### src/rtl/cdbc_pkg.sv
// Shared types and constants for the column duty-cycle and boost controller.
// No dependencies; imported by every module of the block.
package cdbc_pkg;

    localparam int DUTY_W     = 16;   // Q1.15 duty cycles
    localparam int ALPHA_W    = 16;   // Q0.16 weights and thresholds
    localparam int BOOST_W    = 16;   // Q4.12 boost
    localparam int RATE_W     = 12;   // Q0.12 boost step
    localparam int STEP_W     = 32;
    localparam int MINOV_W    = 10;
    localparam int PROD_W     = DUTY_W + ALPHA_W;
    localparam int EMA_ACC_W  = 34;
    localparam int CFG_DATA_W = 16;
    localparam int CFG_IDX_W  = 3;

    localparam logic [DUTY_W-1:0]    DUTY_ONE   = 16'h8000;
    localparam logic [BOOST_W-1:0]   BOOST_ONE  = 16'h1000;
    localparam logic [ALPHA_W:0]     ALPHA_ONE  = 17'h10000;
    localparam logic [EMA_ACC_W-1:0] EMA_ROUND  = 34'h0_0000_8000;

    localparam logic [ALPHA_W-1:0] EMA_ALPHA_RST  = 16'd655;
    localparam logic [ALPHA_W-1:0] FAST_ALPHA_RST = 16'd6554;
    localparam logic [ALPHA_W-1:0] INC_THR_RST    = 16'd6554;
    localparam logic [ALPHA_W-1:0] DEC_THR_RST    = 16'd32768;
    localparam logic [RATE_W-1:0]  BOOST_RATE_RST = 12'd41;
    localparam logic [BOOST_W-1:0] MIN_BOOST_RST  = 16'd4096;
    localparam logic [BOOST_W-1:0] MAX_BOOST_RST  = 16'd0;
    localparam logic [MINOV_W-1:0] MIN_OVL_RST    = 10'd1;

    typedef enum logic [CFG_IDX_W-1:0] {
        REG_EMA_ALPHA      = 3'd0,
        REG_FAST_EMA_ALPHA = 3'd1,
        REG_INC_THRESHOLD  = 3'd2,
        REG_DEC_THRESHOLD  = 3'd3,
        REG_BOOST_RATE     = 3'd4,
        REG_MIN_BOOST      = 3'd5,
        REG_MAX_BOOST      = 3'd6,
        REG_MIN_OVERLAP    = 3'd7
    } cdbc_reg_idx_t;

    typedef struct packed {
        logic [ALPHA_W-1:0] ema_alpha;
        logic [ALPHA_W-1:0] fast_ema_alpha;
        logic [ALPHA_W-1:0] increase_threshold;
        logic [ALPHA_W-1:0] decrease_threshold;
        logic [RATE_W-1:0]  boost_rate;
        logic [BOOST_W-1:0] min_boost;
        logic [BOOST_W-1:0] max_boost;
        logic [MINOV_W-1:0] min_overlap;
    } cdbc_cfg_t;

    typedef struct packed {
        logic clamp;
        logic nudge;
    } cdbc_flags_t;

endpackage

### src/rtl/cdbc_ema.sv
// One exponential moving average step on a Q1.15 duty cycle, rounded half up.
// Depends on cdbc_pkg.
module cdbc_ema import cdbc_pkg::*; (
    input  logic [DUTY_W-1:0]  old_duty,
    input  logic [ALPHA_W-1:0] alpha,
    input  logic               hit,
    output logic [DUTY_W-1:0]  new_duty
);

    logic [ALPHA_W:0]         keep_w;
    logic [EMA_ACC_W-1:0]     acc;
    logic [EMA_ACC_W-17:0]    scaled;

    always_comb begin
        keep_w = ALPHA_ONE - {1'b0, alpha};
        acc    = EMA_ACC_W'(keep_w) * EMA_ACC_W'(old_duty)
               + (hit ? (EMA_ACC_W'(alpha) << 15) : '0)
               + EMA_ROUND;
        scaled = acc[EMA_ACC_W-1:16];
        // saturate to the field width
        new_duty = (|scaled[EMA_ACC_W-17:DUTY_W]) ? '1 : scaled[DUTY_W-1:0];
    end

endmodule

### src/rtl/cdbc_boost.sv
// Boost rise/fall decision and permanence-request flags for one time step.
// Depends on cdbc_pkg.
module cdbc_boost import cdbc_pkg::*; (
    input  cdbc_cfg_t          cfg,
    input  logic [BOOST_W-1:0] boost_old,
    input  logic [STEP_W-1:0]  last_step_old,
    input  logic [STEP_W-1:0]  step,
    input  logic [DUTY_W-1:0]  slow_new,
    input  logic [DUTY_W-1:0]  fast_new,
    input  logic [PROD_W-1:0]  inc_prod,
    input  logic [PROD_W-1:0]  dec_prod,
    output logic [BOOST_W-1:0] boost_new,
    output logic [STEP_W-1:0]  last_step_new,
    output cdbc_flags_t        flags
);

    logic [PROD_W-1:0]  slow_sh;
    logic [PROD_W-1:0]  fast_sh;
    logic               rise;
    logic               below_cap;
    logic               fall;
    logic [BOOST_W:0]   sum;
    logic [BOOST_W-1:0] sum_sat;
    logic [BOOST_W-1:0] raised;
    logic [BOOST_W-1:0] rate_ext;
    logic [BOOST_W-1:0] nb;
    logic [BOOST_W-1:0] lowered;
    logic [STEP_W-1:0]  step_m1;

    always_comb begin
        slow_sh   = {slow_new, {(PROD_W-DUTY_W){1'b0}}};
        fast_sh   = {fast_new, {(PROD_W-DUTY_W){1'b0}}};
        rise      = slow_sh < inc_prod;
        below_cap = (cfg.max_boost == '0) || (boost_old < cfg.max_boost);
        rate_ext  = BOOST_W'(cfg.boost_rate);

        sum     = {1'b0, boost_old} + {1'b0, rate_ext};
        sum_sat = sum[BOOST_W] ? '1 : sum[BOOST_W-1:0];
        raised  = ((cfg.max_boost != '0) && (sum_sat > cfg.max_boost)) ? cfg.max_boost
                                                                        : sum_sat;

        nb      = (boost_old >= rate_ext) ? (boost_old - rate_ext) : '0;
        lowered = (nb > cfg.min_boost) ? nb : cfg.min_boost;
        fall    = (boost_old > cfg.min_boost) && (slow_sh > dec_prod) && (fast_sh > dec_prod);

        step_m1 = step - STEP_W'(1);

        boost_new     = boost_old;
        last_step_new = last_step_old;
        flags         = '0;
        if (rise) begin
            if (below_cap) begin
                // new boost period when the previous step did not boost
                flags.clamp   = (step != '0) && (last_step_old < step_m1);
                boost_new     = raised;
                last_step_new = step;
            end else begin
                flags.nudge = 1'b1;
            end
        end else if (fall) begin
            boost_new = lowered;
        end
    end

endmodule

### src/rtl/column_duty_cycle_boost_controller.sv
// Column duty-cycle and boost controller, one time step per beat.
// An accepted beat passes through the input stage register, then the result stage register;
// throughput 1 beat per cycle while the result side is not stalled, set by the single pass from the input
// stage register through the EMA/boost logic into the result stage.
// Reset (aresetn low, synchronous): duties 1.0, boost 1.0, last boost step 0,
// configuration registers to defaults, both pipeline stages emptied.
module column_duty_cycle_boost_controller import cdbc_pkg::*; #(
    parameter int COUNT_WIDTH = 10
) (
    input  logic                   aclk,
    input  logic                   aresetn,
    // configuration write port
    input  logic                   cfg_we,
    input  logic [CFG_IDX_W-1:0]   cfg_index,
    input  logic [CFG_DATA_W-1:0]  cfg_wdata,
    // input channel
    input  logic                   s_valid,
    output logic                   s_ready,
    input  logic                   s_column_active,
    input  logic [DUTY_W-1:0]      s_max_neighbor_duty,
    input  logic [STEP_W-1:0]      s_step_count,
    input  logic [COUNT_WIDTH-1:0] s_active_connected_count,
    input  logic [COUNT_WIDTH-1:0] s_inactive_strong_count,
    // result channel
    output logic                   m_valid,
    input  logic                   m_ready,
    output logic [DUTY_W-1:0]      m_active_duty,
    output logic [DUTY_W-1:0]      m_fast_active_duty,
    output logic [DUTY_W-1:0]      m_overlap_duty,
    output logic [BOOST_W-1:0]     m_boost_value,
    output logic                   m_clamp_connected,
    output logic                   m_nudge_permanences
);

    localparam int OVL_W    = 2 * COUNT_WIDTH + 1;
    localparam int MO_EXT_W = COUNT_WIDTH + MINOV_W;

    // ------------------------------------------------------------------
    // Configuration registers
    // ------------------------------------------------------------------
    cdbc_cfg_t cfg_reg;

    always_ff @(posedge aclk) begin
        if (!aresetn) begin
            cfg_reg.ema_alpha          <= EMA_ALPHA_RST;
            cfg_reg.fast_ema_alpha     <= FAST_ALPHA_RST;
            cfg_reg.increase_threshold <= INC_THR_RST;
            cfg_reg.decrease_threshold <= DEC_THR_RST;
            cfg_reg.boost_rate         <= BOOST_RATE_RST;
            cfg_reg.min_boost          <= MIN_BOOST_RST;
            cfg_reg.max_boost          <= MAX_BOOST_RST;
            cfg_reg.min_overlap        <= MIN_OVL_RST;
        end else if (cfg_we) begin
            unique case (cdbc_reg_idx_t'(cfg_index))
                REG_EMA_ALPHA:      cfg_reg.ema_alpha          <= cfg_wdata[ALPHA_W-1:0];
                REG_FAST_EMA_ALPHA: cfg_reg.fast_ema_alpha     <= cfg_wdata[ALPHA_W-1:0];
                REG_INC_THRESHOLD:  cfg_reg.increase_threshold <= cfg_wdata[ALPHA_W-1:0];
                REG_DEC_THRESHOLD:  cfg_reg.decrease_threshold <= cfg_wdata[ALPHA_W-1:0];
                REG_BOOST_RATE:     cfg_reg.boost_rate         <= cfg_wdata[RATE_W-1:0];
                REG_MIN_BOOST:      cfg_reg.min_boost          <= cfg_wdata[BOOST_W-1:0];
                REG_MAX_BOOST:      cfg_reg.max_boost          <= cfg_wdata[BOOST_W-1:0];
                REG_MIN_OVERLAP:    cfg_reg.min_overlap        <= cfg_wdata[MINOV_W-1:0];
                default: ;
            endcase
        end
    end

    // ------------------------------------------------------------------
    // Handshake: two stages, input stage and result stage. The result
    // stage frees when the downstream takes its beat; the input stage
    // moves forward whenever the result stage is free.
    // ------------------------------------------------------------------
    logic in_vld_reg;
    logic in_vld_next;
    logic m_valid_reg;
    logic m_valid_next;
    logic out_free;
    logic load_in;
    logic move;

    assign out_free = !m_valid_reg || m_ready;
    assign s_ready  = !in_vld_reg || out_free;
    assign load_in  = s_valid && s_ready;
    assign move     = in_vld_reg && out_free;

    always_comb begin
        in_vld_next  = load_in || (in_vld_reg && !move);
        m_valid_next = move || (m_valid_reg && !m_ready);
    end

    always_ff @(posedge aclk) begin
        if (!aresetn) begin
            in_vld_reg  <= 1'b0;
            m_valid_reg <= 1'b0;
        end else begin
            in_vld_reg  <= in_vld_next;
            m_valid_reg <= m_valid_next;
        end
    end

    // ------------------------------------------------------------------
    // Input stage: overlap test and neighbor-duty threshold products are
    // computed on the incoming beat and captured with it.
    // ------------------------------------------------------------------
    logic [MO_EXT_W-1:0]    mo_ext;
    logic [COUNT_WIDTH-1:0] min_ov;
    logic [OVL_W-1:0]       ac_sq;
    logic [OVL_W-1:0]       mo_span;
    logic                   met;

    always_comb begin
        // mask min_overlap to the count width
        mo_ext  = MO_EXT_W'(cfg_reg.min_overlap);
        min_ov  = mo_ext[COUNT_WIDTH-1:0];
        ac_sq   = OVL_W'(s_active_connected_count) * OVL_W'(s_active_connected_count);
        mo_span = OVL_W'(min_ov) * (OVL_W'(s_active_connected_count)
                                  + OVL_W'(s_inactive_strong_count));
        met     = (s_active_connected_count >= min_ov) && (ac_sq >= mo_span);
    end

    logic              in_active_reg;
    logic              in_met_reg;
    logic [STEP_W-1:0] in_step_reg;
    logic [PROD_W-1:0] in_inc_prod_reg;
    logic [PROD_W-1:0] in_dec_prod_reg;

    always_ff @(posedge aclk) begin
        if (load_in) begin
            in_active_reg   <= s_column_active;
            in_met_reg      <= met;
            in_step_reg     <= s_step_count;
            in_inc_prod_reg <= PROD_W'(s_max_neighbor_duty) * PROD_W'(cfg_reg.increase_threshold);
            in_dec_prod_reg <= PROD_W'(s_max_neighbor_duty) * PROD_W'(cfg_reg.decrease_threshold);
        end
    end

    // ------------------------------------------------------------------
    // Column state. It doubles as the result payload: it only changes
    // when a beat moves into the result stage, which cannot happen while
    // a result is still waiting.
    // ------------------------------------------------------------------
    logic [DUTY_W-1:0]  slow_reg;
    logic [DUTY_W-1:0]  fast_reg;
    logic [DUTY_W-1:0]  ovl_reg;
    logic [BOOST_W-1:0] boost_reg;
    logic [STEP_W-1:0]  last_step_reg;
    cdbc_flags_t        flags_reg;

    logic [DUTY_W-1:0]  slow_next;
    logic [DUTY_W-1:0]  fast_next;
    logic [DUTY_W-1:0]  ovl_next;
    logic [BOOST_W-1:0] boost_next;
    logic [STEP_W-1:0]  last_step_next;
    cdbc_flags_t        flags_next;

    cdbc_ema u_ema_slow (
        .old_duty (slow_reg),
        .alpha    (cfg_reg.ema_alpha),
        .hit      (in_active_reg),
        .new_duty (slow_next)
    );

    cdbc_ema u_ema_fast (
        .old_duty (fast_reg),
        .alpha    (cfg_reg.fast_ema_alpha),
        .hit      (in_active_reg),
        .new_duty (fast_next)
    );

    // overlap duty uses the slow weight
    cdbc_ema u_ema_ovl (
        .old_duty (ovl_reg),
        .alpha    (cfg_reg.ema_alpha),
        .hit      (in_met_reg),
        .new_duty (ovl_next)
    );

    cdbc_boost u_boost (
        .cfg           (cfg_reg),
        .boost_old     (boost_reg),
        .last_step_old (last_step_reg),
        .step          (in_step_reg),
        .slow_new      (slow_next),
        .fast_new      (fast_next),
        .inc_prod      (in_inc_prod_reg),
        .dec_prod      (in_dec_prod_reg),
        .boost_new     (boost_next),
        .last_step_new (last_step_next),
        .flags         (flags_next)
    );

    always_ff @(posedge aclk) begin
        if (!aresetn) begin
            slow_reg      <= DUTY_ONE;
            fast_reg      <= DUTY_ONE;
            ovl_reg       <= DUTY_ONE;
            boost_reg     <= BOOST_ONE;
            last_step_reg <= '0;
        end else if (move) begin
            slow_reg      <= slow_next;
            fast_reg      <= fast_next;
            ovl_reg       <= ovl_next;
            boost_reg     <= boost_next;
            last_step_reg <= last_step_next;
        end
    end

    // flags are payload only; hold them with the beat
    always_ff @(posedge aclk) begin
        if (move) begin
            flags_reg <= flags_next;
        end
    end

    assign m_valid             = m_valid_reg;
    assign m_active_duty       = slow_reg;
    assign m_fast_active_duty  = fast_reg;
    assign m_overlap_duty      = ovl_reg;
    assign m_boost_value       = boost_reg;
    assign m_clamp_connected   = flags_reg.clamp;
    assign m_nudge_permanences = flags_reg.nudge;

endmodule

### config.mk
export PLATFORM = sky130hd
export DESIGN_NAME = column_duty_cycle_boost_controller
export DESIGN_NICKNAME = d
export VERILOG_FILES = /design/src/rtl/cdbc_pkg.sv /design/src/rtl/cdbc_ema.sv /design/src/rtl/cdbc_boost.sv /design/src/rtl/column_duty_cycle_boost_controller.sv
export SDC_FILE = /design/constraint.sdc
export NUM_CORES = 2
export LEC_CHECK = 0
export BUFFER_PORTS_ARGS = -buffer_cell sky130_fd_sc_hd__buf_2
export CORE_ASPECT_RATIO = 0.5
export CORE_UTILIZATION = 45
export DETAILED_ROUTE_END_ITERATION = 8
export HOLD_SLACK_MARGIN = 0.15
export SYNTH_ARGS = -nofsm -noshare
export SYNTH_HDL_FRONTEND = slang
export SYNTH_HIERARCHICAL = 1
export SYNTH_SLANG_ARGS = --single-unit
### constraint.sdc
create_clock -name aclk -period 12.7 [get_ports aclk]
set_input_delay 0 -clock aclk [delete_from_list [all_inputs] [get_ports aclk]]
set_output_delay 0 -clock aclk [all_outputs]
set_load 0.005 [all_outputs]
* Word level (Yosys, flattened, before mapping)
Index checks and enable logic that the tools add are counted.
** Operators by class
- Bitwise logic cells :: 0
- Reductions and logical operators :: 37
- Add/subtract/negate cells :: 12
- Shifts and indexed selects :: 0
- Equal/unequal tests :: 8
- Mux-type cells :: 14
- Div/mod/pow operators :: 0
- Magnitude comparators :: 11
- $mul :: 7
** Operator list (count)
- 2-to-1 mux 16 bit :: 10
- adder 33 x 34 -> 34 bit :: 3
- adder 34 x 16 -> 34 bit, second input constant :: 3
- multiplier 17 x 16 -> 33 bit :: 3
- 2-to-1 mux 31 bit :: 3
- > comparator 32 bit :: 2
- less-than comparator 32 bit :: 2
- multiplier 16 x 16 -> 32 bit :: 2
- > comparator 16 bit :: 3
- subtractor 17 x 16 -> 17 bit, first input constant :: 2
- nonzero test 32 bit :: 1
- subtractor 32 x 1 -> 32 bit, second input constant :: 1
- >= comparator 20 x 21 -> 1 bit :: 1
- multiplier 10 x 11 -> 21 bit :: 1
- multiplier 10 x 10 -> 20 bit :: 1
- AND reduction 2 bit :: 9
- adder 16 x 12 -> 17 bit :: 1
- >= comparator 16 x 12 -> 1 bit :: 1
- zero test 16 bit :: 1
- less-than comparator 16 bit :: 1
- nonzero test 16 bit :: 1
- subtractor 16 x 12 -> 16 bit :: 1
- == test 3 bit, second input constant :: 4
- adder 10 x 10 -> 11 bit :: 1
- 12 further kinds :: 31
** Word-level totals
- Input bits :: 93
- Output and inout bits :: 68
- Memories kept :: 0
- Latch bits :: 0
- RAM bits :: 0
- ROM bits :: 0
- Word-level logic and storage cells :: 111
- Bits in registers :: 316

* Logic depth before layout (Yosys ltp)
- Word-level depth :: 11
- Gate-level depth with buffers :: 45
- Mapped depth without buffers :: 40

* By module
Netlist, hierarchy kept.
** Modules (own cells, without submodules)
- column_duty_cycle_boost_controller :: instances 1, area each 35079.9 um2, sequential area each 7327.0 um2, cells each 3888
- cdbc_ema at u_ema_ovl :: instances 1, area each 10084.7 um2, sequential area each 0.0 um2, cells each 1185
- cdbc_ema at u_ema_fast :: instances 1, area each 9960.8 um2, sequential area each 0.0 um2, cells each 1170
- cdbc_ema at u_ema_slow :: instances 1, area each 9829.4 um2, sequential area each 0.0 um2, cells each 1145
- cdbc_boost :: instances 1, area each 6473.7 um2, sequential area each 0.0 um2, cells each 879

* Least setup slack after synthesis
No wires, ideal clock.
- Kind :: register to register
- From :: register cfg_reg[88] in the netlist's numbering
- To :: register boost_reg[13] (netlist: m_boost_value[13])
- Period minus slack after synthesis :: 9.869 ns
- Required time :: 12.624 ns
- Stages on the path, launching flop included :: 41
- Path buffers :: 4
- Path slack :: 2.831 ns
- Library setup time :: 0.076 ns
- Arrival time :: 9.794 ns
- Cell sequence :: dfxtp_1 or4_4 nor2_4 nand2_2 or4_4 nor2_1 xnor2_1 buf_2 nand2_1 fa_1 inv_1 fa_1 fa_1 fa_1 fa_1 inv_1 fa_1 inv_1 [... 5 more ...] o21ai_0 a221oi_1 a21oi_1 nor4_4 buf_4 nand2_1 ha_1 nand4_1 nor3_1 a22o_1 nor4_1 or4_1 nor2b_1 buf_2 or3b_1 o2111ai_1 nand2_1 a21boi_0
** On the way
- Longest elaborated chain between the ends :: 10
- Elaborated cells between the ends (all ways) :: 11
- Classes of those cells :: 3 x add/sub; 1 x mul; 1 x order compare; 2 x mux; 4 x reduce/logical
** RTL lines
- start: declaration :: RTL line column_duty_cycle_boost_controller.sv:41 : cdbc_cfg_t cfg_reg;
- subtractor 17 x 16 -> 17 bit :: RTL line cdbc_ema.sv:15 : keep_w = ALPHA_ONE - {1'b0, alpha};
- multiplier 17 x 16 -> 33 bit :: RTL line cdbc_ema.sv:16 : acc = EMA_ACC_W'(keep_w) * EMA_ACC_W'(old_duty)
- adder 33 x 34 -> 34 bit (*) :: RTL line cdbc_ema.sv:17 : + (hit ? (EMA_ACC_W'(alpha) << 15) : '0)
- adder 34 x 16 -> 34 bit (*) :: RTL line cdbc_ema.sv:18 : + EMA_ROUND;
- OR reduction 2 bit :: RTL line cdbc_ema.sv:21 : new_duty = (|scaled[EMA_ACC_W-17:DUTY_W]) ? '1 : scaled[DUTY_W-1:0];
- 2-to-1 mux 16 bit (*) :: RTL line cdbc_ema.sv:21
- via fast_next[14] :: RTL line column_duty_cycle_boost_controller.sv:150 : logic [DUTY_W-1:0] fast_next;
- > comparator 32 bit (*) :: RTL line cdbc_boost.sv:44 : fall = (boost_old > cfg.min_boost) && (slow_sh > dec_prod) && (fast_sh > dec_prod);
- logical AND 1 bit (*) :: RTL line cdbc_boost.sv:44
- nonzero test 2 bit (no source line) (*)
- AND reduction 3 bit (no source line) (*)
- end signal: assignment :: RTL line column_duty_cycle_boost_controller.sv:203 : boost_reg <= boost_next;
- end: declaration :: RTL line column_duty_cycle_boost_controller.sv:145 : logic [BOOST_W-1:0] boost_reg;
The timed path passes the listed nets; every way through them passes the cells marked *.
A chain may end at the register's enable or synchronous reset.

* Worst setup path in the final report
Same ends and word-level chain as after synthesis.

==> impl_results.md <==
* Status: finished clean
* CTS tree: done
* Main flop type after synthesis: dfxtp_1
* RSZ-0062 raised after global routing: false
* Yosys cell types at ~110
* Via-to-Cell Ratio at roughly 5.3
* CTS Buf Count at just over 40
* Die area at ~160000 um2
* Clock root buffer: clkbuf_16
* Slew Viols, Final at 0
* Gpl congestion at 0.925
* Worst min path class: input port to register
* DRC at 0
* IO Count at between 150 and 200
* Global-route usage over all layers at about a quarter
* Area Growth Syn to Fin at 7.17%
* Initial antenna violation count at 10
* DRT Pass-1 Iters at 6
* Max-slew headroom at ~17%
* Commonest non-fill, non-tap cell in the layout: inv_1
* Starting Density at roughly 46%
* Slowest stage delay, CP at around 660 ps
* Setup tns final at 0 ps
* Worst Setup Path Type: register to register
* Clk_skew at roughly 75 ps
* Commonest non-fill, non-tap cells in the layout: 1588 x inv_1, 1399 x nand2_1, 1180 x fa_1
* FF-to-FF End: m_boost_value[13]$_SDFFE_PN0P_
* R2R Setup Slk at between 900 and 1000 ps
* Critical path capture point type: register
* DP Wirelength at ~150000 um
* Finished Layout Cells at between 10k and 15k
* Period utilization at between 90 and 100%
* Synth async-reset ratio at 0%
* Min Clock Period, post-route at roughly 12000 ps
* Hold Path Origin: s_step_count[18]
* Buffer count from post-CTS setup fixing at 0
* Fmax at 84.9 MHz
* Core Rows at 102
* Worst Setup Start Kind: register
* Placed Cells at 10.3k
* Crit path from: cfg_reg[88]$_SDFFE_PN0P_
* Worst Tran Pin Value at around 1200 ps
* Largest net degree at the start of global routing at approximately 120
* Setup-failing EPs final at 0
* Mean area per synthesized cell at 8.64 um2
* Worst r2r src: cfg_reg[88]$_SDFFE_PN0P_
* Mapped Area at 71400 um2
* Antenna-violating nets left at 0
* Syn nets at between 10k and 15k
* Critical Path RT at between 10000 and 15000 ps
* Die Y at 284 um
* Crit-path slowest cell: nor4_4
* Reg clk slew, reported paths at 70 ps
* Crit path to: m_boost_value[13]$_SDFFE_PN0P_
* # nets final at between 10k and 15k
* First-pass GRT wire length at 319000 um
* IO buf count at 160
* H-tree Lvls at 2
* Clk_lat worst skew at approximately 640 ps
* Fin. Hold Viols at 0
* Vias in the first global route at about 57k
* Largest register FFs at approximately 110
* Layout cells sized above 1 at ~5.6%
* Die width at 565 um
* CP Max Fanout at 17
* DR iter-0 viols at approximately 3.9k
* Clock Path Buffers at 3
* YS warnings at 6
* Top cell by count, worst path: fa_1
* CP arrival at approximately 12000 ps
* Global-route congestion overflow total at 0
* Routed wire per std cell at roughly 19 um
* Worst hold margin at ~190 ps
* Total wire length at slightly below 200000 um
* Clock sink total at roughly 320
* Register area share after synthesis at about a tenth
* Via count at 55.2k
* Post-synthesis cell count at 8267
* Core Area at between 150000 and 200000 um2
* Max Cap Violations at 0
* Post-synth EDFFs at 100
* FF-to-FF path depth at 38
* Register bit count reported by yosys at about 320
-- metrics by stage --
stage | cell area (um2) | worst slack (ps) | util, %
6_report | 76500 | 919 | 49.0
5_1_grt | 76500 | 101 | 49.0
4_1_cts | 76500 | 1090 | 49.0
3_5_place_dp | 74200 | 1110 | 47.5
3_3_place_gp | 74200 | 1260 | 47.5
2_1_floorplan | 71400 | 2830 | -
-- worst max-delay path, delay by kind of cell, from the launching register on --
family | cells | cell delay, ps
AO/OA/AOI/OAI | 11 | 2850
adder cells (fa/ha/maj) | 8 | 3940
buffers and inverters | 6 | 680
XOR/XNOR | 1 | 170
AND/OR/NAND/NOR | 12 | 3730
flip-flops | 1 | 360
-- kinds of logic (layout without fill, tap and decap cells) --
logic type	Yosys count	in the layout	share of synthesized area, %
buffers and inverters	1935	2019	10.3
muxes	55	55	0.844
adders and majority gates	2040	2040	48.1
xor gates and xnor gates	227	227	2.80
and+or+nand+nor	2803	2803	19.0
DFF	316	316	10.3
AOI/OAI and AO/OA	891	891	8.66
other	0	1	0
-- synthesized netlist by cell type, types with 13 or more instances --
library cell,count,area [um2]
o211ai_1,24,180
nor3_1,80,400
xor2_1,74,648
a221oi_1,13,114
and3_1,47,294
a211o_1,13,114
nand2_1,1399,5250
buf_2,23,115
inv_1,1588,5960
a211oi_1,24,180
o21bai_1,15,113
nand2b_1,34,213
o21ai_0,114,571
nor2_1,204,766
xnor2_1,151,1320
dfxtp_1,216,4320
mux2_2,38,428
nor4_1,36,225
a21oi_1,213,1070
mux2i_1,16,160
a21o_1,79,593
nand3_1,111,556
fa_1,1180,23600
edfxtp_1,100,3000
clkbuf_1,294,1100
a31oi_1,24,150
o21a_1,39,293
and2_1,702,4390
nand4_1,50,313
ha_1,860,10800
a21boi_0,192,1440
or3_1,21,131
nor2b_1,34,213
-- area by class of cell --
class                   count  area, um2
clock buffers              46       1080
clock inverters            30        317
flip-flops and latches    316       7330
multi-input cells        6016      56800
repair buffers            353       2490
fillers                 15100      79700
inverters                1590       5970
diodes                      1       2.50
well taps                2080       2600
-- repair_timing --
action,CTS,global route
hold endpoints to repair,233,0
gates resized for setup,0,0
hold buffers,92,0
-- worst min path at each step --
stage                                            to  slack, ps  depth (start not counted)
final                     in_step_reg[18]$_DFFE_PP_        190                          2
after global routing      in_step_reg[18]$_DFFE_PP_        200                          2
after CTS                 in_step_reg[18]$_DFFE_PP_        180                          2
after detailed placement  in_step_reg[26]$_DFFE_PP_        180                          1
after global placement    in_step_reg[30]$_DFFE_PP_        180                          1
after floorplan             in_active_reg$_DFFE_PP_        100                          0
-- per-layer routing --
metal  up-vias  track usage, %  wire length [um]
li1      25900               -                 -
met1     27500            36.1             90200
met2      1605            40.1             89100
met3       227            3.44             13400
met4         4            6.58              5110
met5         -               0                23
Power is not shown: default switching activity piles up to over one toggle a cycle in this logic, so the estimate is an artifact.
